--- config.mk ---
export PLATFORM = sky130hd
export DESIGN_NAME = hms_time_string_parser_core_flat
export DESIGN_NICKNAME = d
export VERILOG_FILES = /design/src/hw/rtl/hms_pkg.sv /design/src/hw/rtl/hms_if.sv /design/src/hw/rtl/hms_scan.sv /design/src/hw/rtl/hms_total.sv /design/src/hw/rtl/hms_time_string_parser_core.sv /design/src/flat_wrapper.sv
export SDC_FILE = /design/constraint.sdc
export NUM_CORES = 1
export LEC_CHECK = 0
export CELL_PAD_IN_SITES_DETAIL_PLACEMENT = 1
export CELL_PAD_IN_SITES_GLOBAL_PLACEMENT = 2
export CORE_ASPECT_RATIO = 1.1
export CORE_MARGIN = 2
export CORE_UTILIZATION = 25
export DETAILED_ROUTE_END_ITERATION = 10
export DONT_BUFFER_PORTS = 1
export PLACE_DENSITY = 0.57
export SYNTH_ARGS = -nofsm -noshare
export SYNTH_HDL_FRONTEND = slang
export SYNTH_SLANG_ARGS = --single-unit
--- constraint.sdc ---
create_clock -name clk -period 7 [get_ports clk]
set_clock_uncertainty 0.1 [all_clocks]
set_input_delay 1.05 -clock clk [delete_from_list [all_inputs] [get_ports clk]]
set_output_delay 1.05 -clock clk [all_outputs]
set_load 0.005 [all_outputs]
--- src/hw/rtl/hms_pkg.sv ---
// hms_pkg: shared types and constants for the H.M.S time text parser.
// No dependencies; imported by the parser modules.
`timescale 1ns / 1ps
`default_nettype none
package hms_pkg;

  localparam int unsigned FIELD_W = 31;
  localparam int unsigned TOTAL_W = 32;
  localparam int unsigned HMUL_W  = 12;
  localparam int unsigned MMUL_W  = 6;

  localparam logic [FIELD_W-1:0] FIELD_MAX = {FIELD_W{1'b1}};
  localparam logic [HMUL_W-1:0]  SEC_PER_HOUR = 12'd3600;
  localparam logic [MMUL_W-1:0]  SEC_PER_MIN  = 6'd60;

  localparam logic [7:0] CH_DOT  = 8'h2E;
  localparam logic [7:0] CH_0    = 8'h30;
  localparam logic [7:0] CH_9    = 8'h39;
  localparam logic [7:0] CH_SP   = 8'h20;
  localparam logic [7:0] CH_TAB  = 8'h09;
  localparam logic [7:0] CH_CR   = 8'h0D;

  // Fields and syntax verdict of one finished text.
  typedef struct packed {
    logic [FIELD_W-1:0] hours;
    logic [FIELD_W-1:0] minutes;
    logic [FIELD_W-1:0] seconds;
    logic               syntax_ok;
  } hms_fin_t;

endpackage
`default_nettype wire

--- src/hw/rtl/hms_if.sv ---
// hms_if: valid/ready channel interfaces for input bytes and results.
// No dependencies.
`timescale 1ns / 1ps
`default_nettype none
interface hms_in_if;
  logic       valid;
  logic       ready;
  logic [7:0] text_byte;
  logic       is_last;

  modport source (output valid, output text_byte, output is_last, input ready);
  modport sink   (input valid, input text_byte, input is_last, output ready);
endinterface

interface hms_out_if;
  logic        valid;
  logic        ready;
  logic        parse_ok;
  logic [31:0] total_seconds;

  modport source (output valid, output parse_ok, output total_seconds, input ready);
  modport sink   (input valid, input parse_ok, input total_seconds, output ready);
endinterface
`default_nettype wire

--- src/hw/rtl/hms_scan.sv ---
// hms_scan: input register and per-byte scanner state; emits field values
// and syntax verdict on the last byte. Depends on hms_pkg, hms_if.
`timescale 1ns / 1ps
`default_nettype none
module hms_scan
  import hms_pkg::*;
(
  input  wire logic  clk,
  input  wire logic  rst_n,
  hms_in_if.sink     in_ch,
  output hms_fin_t   fin,
  output logic       fin_valid,
  input  wire logic  fin_ready
);

  typedef enum logic [1:0] {PH_BEFORE, PH_TEXT, PH_TRAIL} phase_t;

  function automatic logic [FIELD_W-1:0] add_digit(input logic [FIELD_W-1:0] acc,
                                                   input logic [3:0] d);
    logic [FIELD_W+3:0] v;
    v = {1'b0, acc, 3'b000} + {3'b000, acc, 1'b0} + {{FIELD_W{1'b0}}, d};
    add_digit = (v > {4'b0000, FIELD_MAX}) ? FIELD_MAX : v[FIELD_W-1:0];
  endfunction

  // input register
  logic       s0_v_r;
  logic [7:0] s0_byte_r;
  logic       s0_last_r;

  // scanner state
  phase_t             phase_r, phase_nxt;
  logic [FIELD_W-1:0] hours_r, hours_nxt;
  logic [FIELD_W-1:0] minutes_r, minutes_nxt;
  logic [FIELD_W-1:0] seconds_r, seconds_nxt;
  logic [1:0]         dots_r, dots_nxt;
  logic               min_seen_r, min_seen_nxt;
  logic               last_dot_r, last_dot_nxt;
  logic               broken_r, broken_nxt;

  hms_fin_t fin_r, fin_nxt;
  logic     fin_v_r;

  logic s1_free;
  logic s0_fire;

  assign s1_free     = !fin_v_r || fin_ready;
  assign s0_fire     = s0_v_r && (!s0_last_r || s1_free);
  assign in_ch.ready = !s0_v_r || s0_fire;
  assign fin         = fin_r;
  assign fin_valid   = fin_v_r;

  always_comb begin
    phase_nxt    = phase_r;
    hours_nxt    = hours_r;
    minutes_nxt  = minutes_r;
    seconds_nxt  = seconds_r;
    dots_nxt     = dots_r;
    min_seen_nxt = min_seen_r;
    last_dot_nxt = last_dot_r;
    broken_nxt   = broken_r;
    if (s0_byte_r inside {CH_SP, [CH_TAB:CH_CR]}) begin
      if (phase_r == PH_TEXT) begin
        phase_nxt = PH_TRAIL;
      end
    end else begin
      // non-blank after trailing whitespace means inner whitespace
      if (phase_r == PH_TRAIL) begin
        broken_nxt = 1'b1;
      end
      if (s0_byte_r == CH_DOT) begin
        if (phase_r == PH_BEFORE) begin
          broken_nxt = 1'b1;
        end
        if (dots_r != 2'd3) begin
          dots_nxt = dots_r + 2'd1;
        end
        seconds_nxt  = '0;
        last_dot_nxt = 1'b1;
      end else if (s0_byte_r inside {[CH_0:CH_9]}) begin
        case (dots_r)
          2'd0: hours_nxt = add_digit(hours_r, s0_byte_r[3:0]);
          2'd1: begin
            minutes_nxt  = add_digit(minutes_r, s0_byte_r[3:0]);
            min_seen_nxt = 1'b1;
          end
          default: seconds_nxt = add_digit(seconds_r, s0_byte_r[3:0]);
        endcase
        last_dot_nxt = 1'b0;
      end else begin
        broken_nxt = 1'b1;
      end
      if (phase_r == PH_BEFORE) begin
        phase_nxt = PH_TEXT;
      end
    end
  end

  always_comb begin
    fin_nxt.hours     = hours_nxt;
    fin_nxt.minutes   = minutes_nxt;
    fin_nxt.seconds   = seconds_nxt;
    fin_nxt.syntax_ok = !broken_nxt && (phase_nxt != PH_BEFORE) && dots_nxt[1]
                        && !last_dot_nxt && ((dots_nxt == 2'd3) || min_seen_nxt);
  end

  always_ff @(posedge clk) begin
    if (!rst_n) begin
      s0_v_r     <= 1'b0;
      fin_v_r    <= 1'b0;
      phase_r    <= PH_BEFORE;
      hours_r    <= '0;
      minutes_r  <= '0;
      seconds_r  <= '0;
      dots_r     <= '0;
      min_seen_r <= 1'b0;
      last_dot_r <= 1'b0;
      broken_r   <= 1'b0;
    end else begin
      if (in_ch.valid && in_ch.ready) begin
        s0_v_r    <= 1'b1;
        s0_byte_r <= in_ch.text_byte;
        s0_last_r <= in_ch.is_last;
      end else if (s0_fire) begin
        s0_v_r <= 1'b0;
      end

      if (s0_fire && s0_last_r) begin
        // text done: hand off and start over
        fin_v_r    <= 1'b1;
        fin_r      <= fin_nxt;
        phase_r    <= PH_BEFORE;
        hours_r    <= '0;
        minutes_r  <= '0;
        seconds_r  <= '0;
        dots_r     <= '0;
        min_seen_r <= 1'b0;
        last_dot_r <= 1'b0;
        broken_r   <= 1'b0;
      end else begin
        if (fin_ready) begin
          fin_v_r <= 1'b0;
        end
        if (s0_fire) begin
          phase_r    <= phase_nxt;
          hours_r    <= hours_nxt;
          minutes_r  <= minutes_nxt;
          seconds_r  <= seconds_nxt;
          dots_r     <= dots_nxt;
          min_seen_r <= min_seen_nxt;
          last_dot_r <= last_dot_nxt;
          broken_r   <= broken_nxt;
        end
      end
    end
  end

endmodule
`default_nettype wire

--- src/hw/rtl/hms_total.sv ---
// hms_total: product stage and result register for the seconds total.
// Depends on hms_pkg, hms_if.
`timescale 1ns / 1ps
`default_nettype none
module hms_total
  import hms_pkg::*;
(
  input  wire logic      clk,
  input  wire logic      rst_n,
  input  wire hms_fin_t  fin,
  input  wire logic      fin_valid,
  output logic           fin_ready,
  hms_out_if.source      out_ch
);

  localparam int unsigned HP_W  = FIELD_W + HMUL_W;
  localparam int unsigned MP_W  = FIELD_W + MMUL_W;
  localparam int unsigned SUM_W = HP_W + 1;

  logic                  s2_v_r;
  logic [HP_W-1:0]       hp_r;
  logic [MP_W-1:0]       mp_r;
  logic [FIELD_W-1:0]    sec_r;
  logic                  syn_ok_r;

  logic                  out_v_r;
  logic                  ok_r;
  logic [TOTAL_W-1:0]    total_r;

  logic                  out_free;
  logic [SUM_W-1:0]      sum;
  logic                  sum_ok;

  assign out_free  = !out_v_r || out_ch.ready;
  assign fin_ready = !s2_v_r || out_free;

  assign sum = {1'b0, hp_r} + {{(SUM_W-MP_W){1'b0}}, mp_r}
               + {{(SUM_W-FIELD_W){1'b0}}, sec_r};
  // total must fit in 32 bits
  assign sum_ok = syn_ok_r && (sum[SUM_W-1:TOTAL_W] == '0);

  assign out_ch.valid         = out_v_r;
  assign out_ch.parse_ok      = ok_r;
  assign out_ch.total_seconds = total_r;

  always_ff @(posedge clk) begin
    if (!rst_n) begin
      s2_v_r  <= 1'b0;
      out_v_r <= 1'b0;
    end else begin
      if (fin_valid && fin_ready) begin
        s2_v_r   <= 1'b1;
        hp_r     <= {{HMUL_W{1'b0}}, fin.hours} * {{FIELD_W{1'b0}}, SEC_PER_HOUR};
        mp_r     <= {{MMUL_W{1'b0}}, fin.minutes} * {{FIELD_W{1'b0}}, SEC_PER_MIN};
        sec_r    <= fin.seconds;
        syn_ok_r <= fin.syntax_ok;
      end else if (out_free) begin
        s2_v_r <= 1'b0;
      end

      if (s2_v_r && out_free) begin
        out_v_r <= 1'b1;
        ok_r    <= sum_ok;
        total_r <= sum_ok ? sum[TOTAL_W-1:0] : '0;
      end else if (out_ch.ready) begin
        out_v_r <= 1'b0;
      end
    end
  end

endmodule
`default_nettype wire

--- src/hw/rtl/hms_time_string_parser_core.sv ---
// H.M.S time text parser, top level. Depends on hms_pkg, hms_if, hms_scan, hms_total.
// Throughput: one byte per cycle, sustained, while the result side takes items.
// A last byte reaches the result through the input register, the scanner hand-off
//   register, the product register and the result register; each can stall.
// Reset (rst_n low, synchronous) empties all stages and clears the scanner state.
`timescale 1ns / 1ps
`default_nettype none
module hms_time_string_parser_core
  import hms_pkg::*;
(
  input  wire logic  clk,
  input  wire logic  rst_n,
  hms_in_if.sink     in_ch,
  hms_out_if.source  out_ch
);

  hms_fin_t fin;
  logic     fin_valid;
  logic     fin_ready;

  hms_scan u_scan (
    .clk       (clk),
    .rst_n     (rst_n),
    .in_ch     (in_ch),
    .fin       (fin),
    .fin_valid (fin_valid),
    .fin_ready (fin_ready)
  );

  hms_total u_total (
    .clk       (clk),
    .rst_n     (rst_n),
    .fin       (fin),
    .fin_valid (fin_valid),
    .fin_ready (fin_ready),
    .out_ch    (out_ch)
  );

endmodule
`default_nettype wire
--- src/flat_wrapper.sv ---
// flat-port wrapper written by rule: the top's interface ports become plain ports
module hms_time_string_parser_core_flat import hms_pkg::*;
  (clk, rst_n, in_ch_valid, in_ch_text_byte, in_ch_is_last, in_ch_ready, out_ch_valid, out_ch_parse_ok, out_ch_total_seconds, out_ch_ready);
  hms_in_if in_ch_i ();
  hms_out_if out_ch_i ();
  input  wire logic clk;
  input  wire logic rst_n;
  input wire logic [$bits(in_ch_i.valid)-1:0] in_ch_valid;
  input wire logic [$bits(in_ch_i.text_byte)-1:0] in_ch_text_byte;
  input wire logic [$bits(in_ch_i.is_last)-1:0] in_ch_is_last;
  output wire logic [$bits(in_ch_i.ready)-1:0] in_ch_ready;
  output wire logic [$bits(out_ch_i.valid)-1:0] out_ch_valid;
  output wire logic [$bits(out_ch_i.parse_ok)-1:0] out_ch_parse_ok;
  output wire logic [$bits(out_ch_i.total_seconds)-1:0] out_ch_total_seconds;
  input wire logic [$bits(out_ch_i.ready)-1:0] out_ch_ready;
  assign in_ch_i.valid = in_ch_valid;
  assign in_ch_i.text_byte = in_ch_text_byte;
  assign in_ch_i.is_last = in_ch_is_last;
  assign in_ch_ready = in_ch_i.ready;
  assign out_ch_valid = out_ch_i.valid;
  assign out_ch_parse_ok = out_ch_i.parse_ok;
  assign out_ch_total_seconds = out_ch_i.total_seconds;
  assign out_ch_i.ready = out_ch_ready;
  hms_time_string_parser_core u_core (.clk(clk), .rst_n(rst_n), .in_ch(in_ch_i), .out_ch(out_ch_i));
endmodule
== Word level (Yosys, flattened, before mapping) ==
Index checks and enable logic that the tools add are counted.

* Bits of input ports: 13
* Logic and storage cells: 131
* Output and inout bits: 35
* Register bits after elaboration: 346

* Bitwise operators: 1
* Multipliers: 2
* Add/sub/neg operators: 9
* Eq/ne operators: 7
* Magnitude comparators: 7
* Reduce and logical (&&, ||, !) cells: 40
* Muxes and demuxes: 41

{| class="wikitable"
|+ Operators with widths
! cell !! number
|-
| 31-bit 2-to-1 mux || 15
|-
| 34-bit by 32-bit adder with 35-bit output || 3
|-
| 35-bit by 4-bit adder with 35-bit output || 3
|-
| 35-bit by 31-bit > comparator with 1-bit output (second input constant) || 3
|-
| 43-bit by 37-bit adder with 44-bit output || 1
|-
| 44-bit by 31-bit adder with 44-bit output || 1
|-
| 31-bit by 8-bit multiplier with 39-bit output (second input constant) || 1
|-
| 31-bit by 4-bit multiplier with 35-bit output (second input constant) || 1
|-
| 1-bit 2-to-1 mux || 20
|-
| 8-bit by 6-bit equality test with 1-bit output (second input constant) || 2
|-
| 1-bit logical AND || 12
|-
| 12-bit logical NOT || 1
|-
| 2-bit 2-to-1 mux || 6
|-
| 2-bit nonzero test || 6
|-
| 8-bit by 4-bit >= comparator with 1-bit output (second input constant) || 1
|-
| 8-bit by 6-bit >= comparator with 1-bit output (second input constant) || 1
|-
| 8-bit by 4-bit less-or-equal comparator with 1-bit output (second input constant) || 1
|-
| 8-bit by 6-bit less-or-equal comparator with 1-bit output (second input constant) || 1
|-
| 2-bit AND reduction || 4
|-
| 1-bit logical NOT || 7
|-
| 1-bit logical OR || 6
|-
| 2-bit by 1-bit equality test with 1-bit output (second input constant) || 2
|-
| 2-bit equality test (second input constant) || 2
|-
| 2-bit logical NOT || 2
|-
| 4 further kinds || 5
|}

== Depth between registers and ports, before layout ==
Gate-level depths: netlist (run 1).

* Depth in word-level cells: 10
* Depth in mapped cells: 17
* Mapped depth without buffers: 17

== By module ==
A second synthesis (run 1) with hierarchy kept.

* Cells, all modules: 2899
* Area, all modules: 28889.0 um2

{| class="wikitable"
|+ Modules (own cells, without submodules)
! module !! sequential area each (um2) !! area an instance (um2) !! cells each !! instances
|-
| hms_total || 4214.0 || 14491.4 || 1292 || 1
|-
| hms_scan || 5134.9 || 14397.6 || 1607 || 1
|}

== Worst setup path before layout (run 1) ==
OpenSTA, ideal clock, no wires.

* Path type: in2reg
* Start: in rst_n
* End: reg u_core.u_total.hp_r[10], enable pin
* Slack: -0.189 ns
* Buffers on the path: 1
* Cell stages on the path: 3
* Data required time: 6.293 ns
* Arrival time: 6.483 ns
* Library setup time: 0.607 ns
* Path through: clkbuf_1 > nand2_1 > a21oi_1

* Longest elaborated chain between the ends: 1

{| class="wikitable"
|+ RTL lines
! item !! RTL line !! text
|-
| start: declaration || flat_wrapper.sv:7 || <nowiki>input wire logic rst_n;</nowiki>
|-
| 2-bit AND reduction (no line) || - ||
|-
| end signal: assignment || hms_total.sv:53 || <nowiki>hp_r <= {{HMUL_W{1'b0}}, fin.hours} * {{FIELD_W{1'b0}}, SEC_PER_HOUR};</nowiki>
|-
| end: declaration || hms_total.sv:21 || <nowiki>logic [HP_W-1:0] hp_r;</nowiki>
|}

Every way passes these cells.
A chain may end at the register's enable or synchronous reset.

== Worst setup path after layout (run 1) ==
* Start: reg u_core.u_scan.fin_r, in the netlist u_core.u_scan.fin[34]
* End: reg u_core.u_total.mp_r[36] (data pin)

* Longest elaborated chain between the ends: 1

{| class="wikitable"
|+ RTL lines
! item !! RTL line !! text
|-
| start: declaration || hms_scan.sv:40 || <nowiki>hms_fin_t fin_r, fin_nxt;</nowiki>
|-
| start signal: assignment || hms_scan.sv:130 || <nowiki>fin_r <= fin_nxt;</nowiki>
|-
| 31-bit by 4-bit multiplier with 35-bit output || hms_total.sv:54 || <nowiki>mp_r <= {{MMUL_W{1'b0}}, fin.minutes} * {{FIELD_W{1'b0}}, SEC_PER_MIN};</nowiki>
|-
| end signal: assignment || hms_total.sv:54 ||
|-
| end: declaration || hms_total.sv:22 || <nowiki>logic [MP_W-1:0] mp_r;</nowiki>
|}

Every way passes these cells.

==> results of run 1 <==
==> registers in the layout (all words and copies together), names as in the netlist, 2 cells and up <==
signal,count
u_core.u_scan.fin,94
u_core.u_total.hp_r,39
u_core.u_total.mp_r,35
u_core.u_total.out_ch.total_seconds,32
u_core.u_scan.hours_r,31
u_core.u_scan.minutes_r,31
u_core.u_scan.seconds_r,31
u_core.u_total.sec_r,31
u_core.u_scan.s0_byte_r,8
u_core.u_scan.dots_r,2
u_core.u_scan.phase_r,2
==> cell usage after synthesis (10+ instances only) <==
library cell,count
ha_1,370
a21oi_1,279
nor2_1,264
edfxtp_1,242
inv_1,193
o21ai_0,190
fa_1,147
nand2_1,122
xnor2_1,109
dfxtp_1,104
a21o_1,99
clkbuf_1,75
a211oi_1,51
xor2_1,51
and2_1,44
nor3_1,42
nand3_1,39
nand2b_1,34
o21a_1,34
a31oi_1,28
o21bai_1,25
nand4_1,23
and3_1,20
o211ai_1,18
or3_1,14
nor2b_1,13
buf_2,10
o41ai_1,10
==> cell families after synthesis <==
logic type / synth area share (%)
AOI/OAI and AO/OA: 19.3
and+or+nand+nor: 11.1
adders and majority gates: 27.0
DFF: 33.3
buffers and inverters: 3.91
xor gates and xnor gates: 4.99
muxes: 0.334
==> layer usage <==
layer	global-route usage (%)	share of wire (%)	wire, microns
met1	18.5	45	37100
met2	25.3	49	40600
met3	1.95	2.8	2320
met4	4.51	3.0	2470
met5	0	0	0
==> report_power, final <==
| group | switching, mW | total [mW] | internal [mW] |
|---|---|---|---|
| Clock | 1.02 | 2.53 | 1.52 |
| Combinational | 0.190 | 0.289 | 0.0987 |
| Sequential | 0.0232 | 2.22 | 2.20 |
| Total | 1.23 | 5.04 | 3.81 |
==> cell type report <==
| class | instances | area share [%] |
|---|---|---|
| Tap cell | 1495 | 5.96 |
| Timing Repair Buffer | 19 | 0.494 |
| Clock inverter | 30 | 1.18 |
| Clock buffer | 54 | 3.99 |
| Sequential cell | 346 | 29.8 |
| Inverter | 194 | 2.32 |
| Multi-Input combinational cell | 2200 | 56.3 |
==> worst paths after layout <==
check,from,to,slack (ns),depth (start not counted)
worst max register to register,u_core.u_scan.fin[34],u_core.u_total.mp_r[36],1.43,14
worst min register to register,u_core.u_scan.fin[5],u_core.u_total.sec_r[4],0.32,0
worst max-delay path,u_core.u_scan.fin[34],u_core.u_total.mp_r[36],1.43,14
worst min-delay path,u_core.u_scan.fin[5],u_core.u_total.sec_r[4],0.32,0
==> impl_metrics.toml, run 1 <==
[run_status]
status = "completed"

[setup_path]
arrival_ns = 5.77
worstPathCellList = "fa_1, inv_1, fa_1, inv_1, fa_1, a21o_1, a31oi_1, a21oi_1, o41ai_1, o21ai_0, a221oi_1, a21oi_1, o21ai_0, o311ai_0"
crit_slowest_cell = "o41ai_1"
critical_path.max_stage_delay_ns = 0.59
cpMostUsedCell = "fa_1"
crit_type = "reg2reg"
cp.required_ns = 7.20
path_buf_inv = 2
crit_path_start_kind = "register"
cp-end-kind = "register"
crit_path_max_fanout = 4
path_delay_family = "compound AO/OA/AOI/OAI gates"

[finish]
fin_util_pct = 28.3
final_nets = 3336
drive_gt1_share_pct = 5.07
final_cell_mix = "370 x ha_1, 278 x a21oi_1, 261 x nor2_1"
n_antenna_cell = 0
multiInputGateArea_sq_um = 17700
area_delta_synth_final_pct = 11.9
layout_commonest_cell = "ha_1"
fin_cells = 4338
finalInstanceArea_sq_um = 31400
n_fill_cell = 12638
regArea_sq_um = 9350

[clock_tree]
htree_levels = 2
clk-insertion-delay-late_ns = 0.61
post_cts_buffers = 0
cts_buffer_depth = 3
cts_sinks = 346
numCtsBuffers = 45
clk_pin_slew_ns = 0.06
cts_resized = 0
holdBufCountCts = 0
cts_tree = "built"
root_buffer = "clkbuf_16"

[drt]
first_pass_iters = 5
drc_errors = 0
wl_microns = 82500
wire_per_inst_microns = 19.0
drtIter0Drc = 940
vias = 21032
ant_nets = 0
viasPerCell = 4.85

[sta]
relSlewSlack_pct = 18.0
setup_viol = 0
fin_hold_ws_ns = 0.320
hold_viol_final = 0
fmax_mhz = 180
finalWorstSetupSlack_ns = 1.43
worst_pin_slew_ns = 1.22
timing.final.crit_period_ns = 5.57
drv_slew = 0
timing.final.crit_share_pct = 79.5
rsz0062_at_grt = "false"
tns_ns = 0

[global_routing]
grt_antenna_before_repair = 4
grt_max_degree = 68
grt_pass1_vias = 22850
grt_pass1_wl_microns = 132000
grt_usage_pct = 14.5
overflow = 0

[floorplanning]
dieWidth_microns = 323
start_util_pct = 25.3
rows = 128
pin_count = 48
die_area_sq_um = 115000
core_sq_um = 111000
die_y_microns = 355

[run]
maxCapViolCount = 0

[power_and_ir_drop]
powerDensity_nw_per_um2 = 161
leakage_nw = 13.9
fin_total_pwr_mw = 5.04
ir_worst_vdd_mv = 0.149

[placement]
placed_area_sq_um = 29800
dp.cells = 4253
port_buffers = 0
post-place-ws_ns = 1.43
gp_congestion = 0.799
hpwl_microns = 65500

[synth]
ys_ff_latch = 346
yosys.area.top_type = "edfxtp_1"
synthFlopType = "edfxtp_1"
synth_top_area_share_pct = 25.9
synth-seq-area-share_pct = 33.3
synth_edf_count = 242
ys_warn_count = 0
synthTopCellsByArea = "edfxtp_1 26%, ha_1 16%, fa_1 10%"
async_reset_ff_share_pct = 0
synth_cells = 2829
avgSynthCellArea_sq_um = 9.92
synth_nets = 3359
netlist_area_sq_um = 28100
synth_cell_types = 85

[min_path]
hold_class = "reg2reg"
(Power assumes the default switching activity.)
==> run 2: changes to the inputs <==
- clock period: 7 -> 4.6 ns (I/O delays scaled with it)
==> run 2 against run 1 <==
The run now ends with negative setup slack left. Setup slack lost 1.6 ns. Wire length increased by 5.7%. Clock power grew 41%. Flip-flop and latch count is the same. Cell count up 6.5%. Sequential power up 52%. First-iteration DRC count decreased by 3.8%. Combinational power increased by 99%. Non-clock buffer count increased by 282. Sequential share of layout area shrank 3.3 points. Total power up 49%.
==> impl_metrics.toml, run 2 (synthesis gave the netlist of run 1 again) <==
[finish]
multiInputGateArea_sq_um = 19300
final_cell_mix = "335 x ha_1, 264 x buf_4, 244 x a21oi_1"
regArea_sq_um = 9350
final_nets = 3618
layout_commonest_cell = "ha_1"
area_delta_synth_final_pct = 25.7
largest_reg_flops = 94
fin_util_pct = 31.8
n_fill_cell = 12411
drive_gt1_share_pct = 20.6

[global_routing]
grt_pass1_wl_microns = 137000
overflow = 0
grt_usage_pct = 15.0
grt_pass1_vias = 24465
grt_max_degree = 107
grt_antenna_before_repair = 0

[setup_path]
path_buf_inv = 2
rr_endpoint = "u_core.u_total.hp_r[41]"
crit_path_start_kind = "register"
r2r-start = "u_core.u_scan.fin[65]"
cp-startpoint = "u_core.u_scan.fin[65]"
crit_type = "reg2reg"
crit_path_max_fanout = 4
worstPathCellList = "fa_1, ha_1, inv_2, fa_1, inv_2, ha_4, fa_2, a211o_1, a21oi_4, o311ai_4, nor4_4, o41a_1, o21ai_2, o31a_1, nor2b_4, a211oi_2, xnor2_1"
r2r_setup_slack_ns = -0.14
path_delay_family = "adder cells"
crit_slowest_cell = "fa_1"
critical_path.max_stage_delay_ns = 0.51
cp.required_ns = 4.85
arrival_ns = 5.00
r2r.worst_path.cells = 17
cp-end-kind = "register"

[power_and_ir_drop]
p_sw_mw = 1.88
clkPwrFrac_pct = 47.4
powerDensity_nw_per_um2 = 213
sw_frac_of_total_pct = 25.0
comb_power_share_pct = 7.7
pwr-share-seq_pct = 45.0
ir_worst_vdd_mv = 0.237
intPower_mw = 5.63
leakage_nw = 15.7

[clock_tree]
holdBufCountCts = 0
clk-insertion-delay-late_ns = 0.60
htree_levels = 2
numCtsBuffers = 45
clk_pin_slew_ns = 0.06
cts_buffer_depth = 3
cts_tree = "built"
cts_sinks = 346
root_buffer = "clkbuf_16"

[drt]
ant_nets = 0
drtIter0Drc = 904
wire_per_inst_microns = 18.9
wl_microns = 87100
vias = 22279
drc_errors = 0
first_pass_iters = 5
viasPerCell = 4.82

[min_path]
hold_start = "in_ch_text_byte[1]"
hold-path-endpoint = "u_core.u_scan.s0_byte_r[1]"
hold_class = "in2reg"
hold_depth = 0

[sta]
timing.final.crit_share_pct = 103
fmax_mhz = 211
drv_slew = 0
hold_viol_final = 0
setup_viol = 4
finalWorstSetupSlack_ns = -0.144
fin_hold_ws_ns = 0.0856
relSlewSlack_pct = 12.0
worst_pin_slew_ns = 1.32
timing.final.crit_period_ns = 4.74
rsz0062_at_grt = "true"

[placement]
port_buffers = 0
hpwl_microns = 67300
post-place-ws_ns = -0.330
gp_congestion = 0.815

[floorplanning]
core_sq_um = 111000
rows = 128
die_y_microns = 355
die_area_sq_um = 115000
pin_count = 48
start_util_pct = 25.3
dieWidth_microns = 323

[run_status]
status = "finished with violations"
violations = "negative setup slack"

[run]
maxCapViolCount = 0
-- run 2: layout make-up --
class | count | share of cell area [%]
multi-input cells | 2200 | 54.7
flip-flops and latches | 346 | 26.5
repair buffers | 301 | 7.28
well taps | 1495 | 5.30
clock buffers | 59 | 3.52
inverters | 194 | 2.08
clock inverters | 25 | 0.649
diodes | 1 | 0.00709
-- run 2: power by group through the flow --
stage / combinational [mW] / clock [mW] / sequential (mW)
3_5_place_dp: 0.518 / 0 / 3.44
2_1_floorplan: 0.308 / 0 / 3.43
4_1_cts: 0.548 / 3.71 / 3.38
6_report: 0.575 / 3.56 / 3.38
5_1_grt: 0.642 / 3.82 / 3.38
3_3_place_gp: 0.513 / 0 / 3.44
-- run 2: worst reg2reg max path, cell delays in order (launching register included) --
cell and delay [ns]:
edfxtp_1 0.49, fa_1 0.51, ha_1 0.31, inv_2 0.04
fa_1 0.51, inv_2 0.04, ha_4 0.21, fa_2 0.34
a211o_1 0.33, a21oi_4 0.19, o311ai_4 0.16, nor4_4 0.20
o41a_1 0.23, o21ai_2 0.08, o31a_1 0.34, nor2b_4 0.14
a211oi_2 0.17, xnor2_1 0.09
-- run 2: how the worst max path moves through the flow --
stage	slack, ns	cells after the start	end
after floorplan	0.005	17	u_core.u_total.hp_r[41]
after global placement	-0.23	15	u_core.u_scan.fin[14]
after detailed placement	-0.33	19	u_core.u_total.hp_r[42]
after CTS	-0.19	17	u_core.u_total.hp_r[41]
after global routing	-0.32	17	u_core.u_total.hp_r[41]
final	-0.14	17	u_core.u_total.hp_r[41]
-- run 2: through the flow --
step	area, sq um	std cells	power [mW]	setup TNS, ns
4_1_cts	33800	4585	7.63	-0.729
2_1_floorplan	28200	2829	3.74	0
3_3_place_gp	31600	4474	3.95	-12.93
6_report	35300	4621	7.51	-0.299
5_1_grt	35300	4620	7.84	-3.25
3_5_place_dp	31600	4474	3.96	-26.87
-- run 2: timing repair --
action	4_1_cts	5_1_grt
gates cloned	3	4
buffers inserted	24	38
pin swaps	54	127
gates resized for setup	86	252
endpoints found under the setup margin	198	198
-- run 2: metal layers --
metal | global-route usage [%] | part of all wire, % | vias up
met3 | 1.91 | 2.6 | 101
li1 | - | - | 10824
met1 | 18.5 | 44 | 11143
met2 | 27.1 | 51 | 211
met5 | 0 | 0 | -
met4 | 3.96 | 2.7 | 0
